`config.mk`:
```
export PLATFORM = sky130hd
export DESIGN_NAME = ffa_div
export DESIGN_NICKNAME = d
export VERILOG_FILES = /design/src/rtl/ffa_pkg.sv /design/src/rtl/ffa_div.sv
export SDC_FILE = /design/constraint.sdc
export NUM_CORES = 1
export LEC_CHECK = 0
export BUFFER_PORTS_ARGS = -buffer_cell sky130_fd_sc_hd__buf_2
export CELL_PAD_IN_SITES_DETAIL_PLACEMENT = 1
export CELL_PAD_IN_SITES_GLOBAL_PLACEMENT = 1
export CORE_ASPECT_RATIO = 0.75
export CORE_MARGIN = 1
export CORE_UTILIZATION = 38
export DETAILED_ROUTE_END_ITERATION = 12
export PLACE_DENSITY = 0.74
export SLEW_MARGIN = 20
export SYNTH_ARGS = -nofsm -noshare
export SYNTH_HDL_FRONTEND = slang
export SYNTH_SLANG_ARGS = --single-unit
```
`constraint.sdc`:
```
create_clock -name clk -period 1.3 [get_ports clk]
set_input_delay 0.26 -clock clk [delete_from_list [all_inputs] [get_ports clk]]
set_output_delay 0.26 -clock clk [all_outputs]
set_load 0.01 [all_outputs]
```
`src/rtl/ffa_pkg.sv`:
```
package ffa_pkg;

	// result status codes
	localparam logic [1:0] ST_OK       = 2'd0;
	localparam logic [1:0] ST_NO_FIT   = 2'd1;
	localparam logic [1:0] ST_NULL     = 2'd2;
	localparam logic [1:0] ST_REJECTED = 2'd3;

	// command codes
	localparam logic CMD_ALLOC = 1'b0;
	localparam logic CMD_FREE  = 1'b1;

	// fixed field widths
	localparam int BYTES_W = 16;
	localparam int UNIT_W  = 11;
	localparam int HB_W    = 14;
	localparam int FAIL_W  = 16;
	localparam int N_W     = 17;   // rounded request in units

	localparam int HEAP_MIN_BYTES   = 1024;
	localparam int HEAP_RESET_BYTES = 8192;

endpackage

```
`src/rtl/ffa_div.sv`:
```
// quotient by a constant through a reciprocal multiply: the operand is
// latched at start, quotient and remainder flag are registered the cycle after
module ffa_div #(
	parameter int DIVISOR = 8
) (
	input  logic                                clk,
	input  logic                                arst_n,
	input  logic                                start,
	input  logic [ffa_pkg::BYTES_W-1:0]         dividend,
	output logic                                done,
	output logic [ffa_pkg::BYTES_W-1:0]         quot,
	output logic                                rem_nz
);

	localparam int     W     = ffa_pkg::BYTES_W;
	localparam int     SH    = W + $clog2(DIVISOR);
	localparam longint RECIP = ((longint'(1) << SH) + longint'(DIVISOR) - longint'(1)) /
		longint'(DIVISOR);
	localparam int     RW    = W + 2;
	localparam int     PW    = W + RW;

	logic [W-1:0]  x_q;
	logic          run_q;
	logic          done_q;
	logic [W-1:0]  quot_q;
	logic          rem_nz_q;
	logic [PW-1:0] prod;
	logic [W-1:0]  q_c;
	logic [PW-1:0] back;

	// exact floor division for every W-bit operand
	assign prod = PW'(x_q) * PW'(RECIP);
	assign q_c  = W'(prod >> SH);
	assign back = PW'(q_c) * PW'(DIVISOR);

	always_ff @(posedge clk or negedge arst_n) begin
		if (!arst_n) begin
			run_q  <= 1'b0;
			done_q <= 1'b0;
		end else begin
			run_q  <= start;
			done_q <= run_q;
		end
	end

	always_ff @(posedge clk) begin
		if (start) begin
			x_q <= dividend;
		end
		if (run_q) begin
			quot_q   <= q_c;
			rem_nz_q <= x_q != W'(back);
		end
	end

	assign done   = done_q;
	assign quot   = quot_q;
	assign rem_nz = rem_nz_q;

endmodule

```
==> flow_summary.json <==
{
  "instances_no_fill": 113,
  "cts_hold_buf": 1,
  "antenna_found_initial": 0,
  "dpl_cell_area_um2": 1180,
  "finalNetCount": 97,
  "grt-ovfl-total": 0,
  "io_pins": 37,
  "worst_ir_drop_vdd_mv": 0.729,
  "viasPerCell": 3.99,
  "clock_sinks": 32,
  "r2r-start": "x_q[0]",
  "slew_viol_final": 0,
  "utilization_pct": 52.5,
  "hold_start": "dividend[10]",
  "path_cells": "buf_2",
  "post_drt_wl_per_cell_um": 12.0,
  "cp-end-kind": "output port",
  "num_rows": 15,
  "cpPeakStageDelay_ps": 390,
  "drtIter0Drc": 2,
  "critPathBufInv": 1,
  "hold_viol": 0,
  "clock_latency_ps": 310,
  "crit_type": "reg2out",
  "p_leak_nw": 0.494,
  "power.density_nw_per_um2": 1490,
  "drive_above_1_share_pct": 49.4,
  "initial_core_util_pct": 41.6,
  "diodes": 0,
  "numCtsBuffers": 5,
  "die_w_um": 60.7,
  "outcome": "completed",
  "yosysWarnings": 0,
  "numPortBuffers": 33,
  "fmax_mhz": 903,
  "startpoint": "rem_nz",
  "required_ps": 1040,
  "drtPass1Iterations": 3,
  "worstPathArrival_ps": 850,
  "syn_to_final_growth_pct": 26.3,
  "final_area_um2": 1240,
  "start_kind": "register",
  "maxCapViolations": 0,
  "cts_root_buf": "clkbuf_4",
  "path_max_fanout": 1,
  "path_delay_family": "flip-flops",
  "clockBufferDepth": 2,
  "setup-tns-final_ps": 0,
  "dp.cells": 104,
  "htree_levels": 2,
  "drc": 0,
  "vias": 451,
  "avgSynthCellArea_um2": 26.6,
  "core_um2": 2360,
  "gp_congestion": 0.580,
  "syn-instance-count": 37,
  "fin_crit_sh_pct": 85.2,
  "drtAntennaViolNets": 0,
  "dieArea_um2": 2800,
  "post-cts-setup-buffers": 0,
  "grt_pass1_wl_mm": 1.86,
  "slowest_stage": "edfxtp_1",
  "yosysUniqueCellTypes": 5,
  "period_minus_slack_ps": 1110,
  "die_h_um": 46.1,
  "hold_class": "in2reg",
  "grt_max_degree": 18,
  "groute.usage.overall_pct": 11.3,
  "cts.clk_slew.worst_paths_ps": 90,
  "hold_ws_ps": 120,
  "grt_pass1_vias": 440,
  "dpl.hpwl_um": 966,
  "totalWireLength_mm": 1.35,
  "ctsResizeCount": 0,
  "postSynthRegisterBits": 32,
  "skew_ps": 3.23,
  "rsz0062_at_grt": "false",
  "cts_tree": "built",
  "setup_viol": 0,
  "ys_seq_area_share_pct": 96.7,
  "syn-cell-area_um2": 983
}
-- cells in the final DEF (no fill, tap or decap) --
| cell | synthesis | routed |
|---|---|---|
| or3_1 | 1 | 1 |
| buf_2 | 0 | 33 |
| buf_4 | 3 | 1 |
| conb_1 | 1 | 3 |
| dlygate4sd3_1 | 0 | 1 |
| clkbuf_4 | 0 | 5 |
| clkinv_1 | 0 | 1 |
| dfrtp_1 | 2 | 2 |
| edfxtp_1 | 30 | 30 |
| clkbuf_1 | 0 | 2 |
-- per-stage QoR --
stage	total power [W]	setup slack, ps
after floorplan	0.00130	355
after global placement	0.00137	358
after detailed placement	0.00138	303
after CTS	0.00188	153
after global routing	0.00194	131
final	0.00185	192
-- synthesized netlist by cell type --
master	number	area share (%)
buf_4	3	2.3
conb_1	1	0.38
or3_1	1	0.64
edfxtp_1	30	92
dfrtp_1	2	5.1
-- metal layers --
layer	share of wire, %	up-vias	GRT usage (%)
met5	0	-	0
met4	1.8	0	10.9
met3	7.1	5	6.18
met2	62	22	20.2
met1	29	203	8.30
li1	-	221	-
-- sequential cells by signal, summed over array words and instances (netlist names) --
register and flops:
x_q 16, quot 13, done 1, rem_nz 1, run_q 1
-- power breakdown --
| part | internal [W] | total [W] | switching [W] |
|---|---|---|---|
| sequential | 0.00122 | 0.00124 | 0.0000186 |
| combinational | 0.0000502 | 0.000116 | 0.0000662 |
| clock | 0.000208 | 0.000496 | 0.000288 |
| total | 0.00148 | 0.00185 | 0.000373 |
-- kinds of logic after synthesis --
group	Yosys count	synth area share, %
flip-flops	32	96.7
buffers and inverters	3	2.29
AND/OR/NAND/NOR	1	0.637
other	1	0.381
-- final cells by class --
cell class	count	area, um^2
fill	240	1120
clock buffer	7	45.0
clock inverter	1	3.75
tap	34	42.5
multi-input combinational	4	17.5
timing repair buffer	35	183
sequential	32	951
-- worst paths after layout --
path | end | slack (ps) | depth (start not counted)
worst max register to register | rem_nz | 300 | 1
worst min register to register | quot[8] | 420 | 0
worst max-delay path | rem_nz | 190 | 1
worst min-delay path | x_q[10] | 120 | 1
max in group asynchronous | run_q | 940 | 2
min in group asynchronous | done | 270 | 2
(Power assumes the default switching activity.)
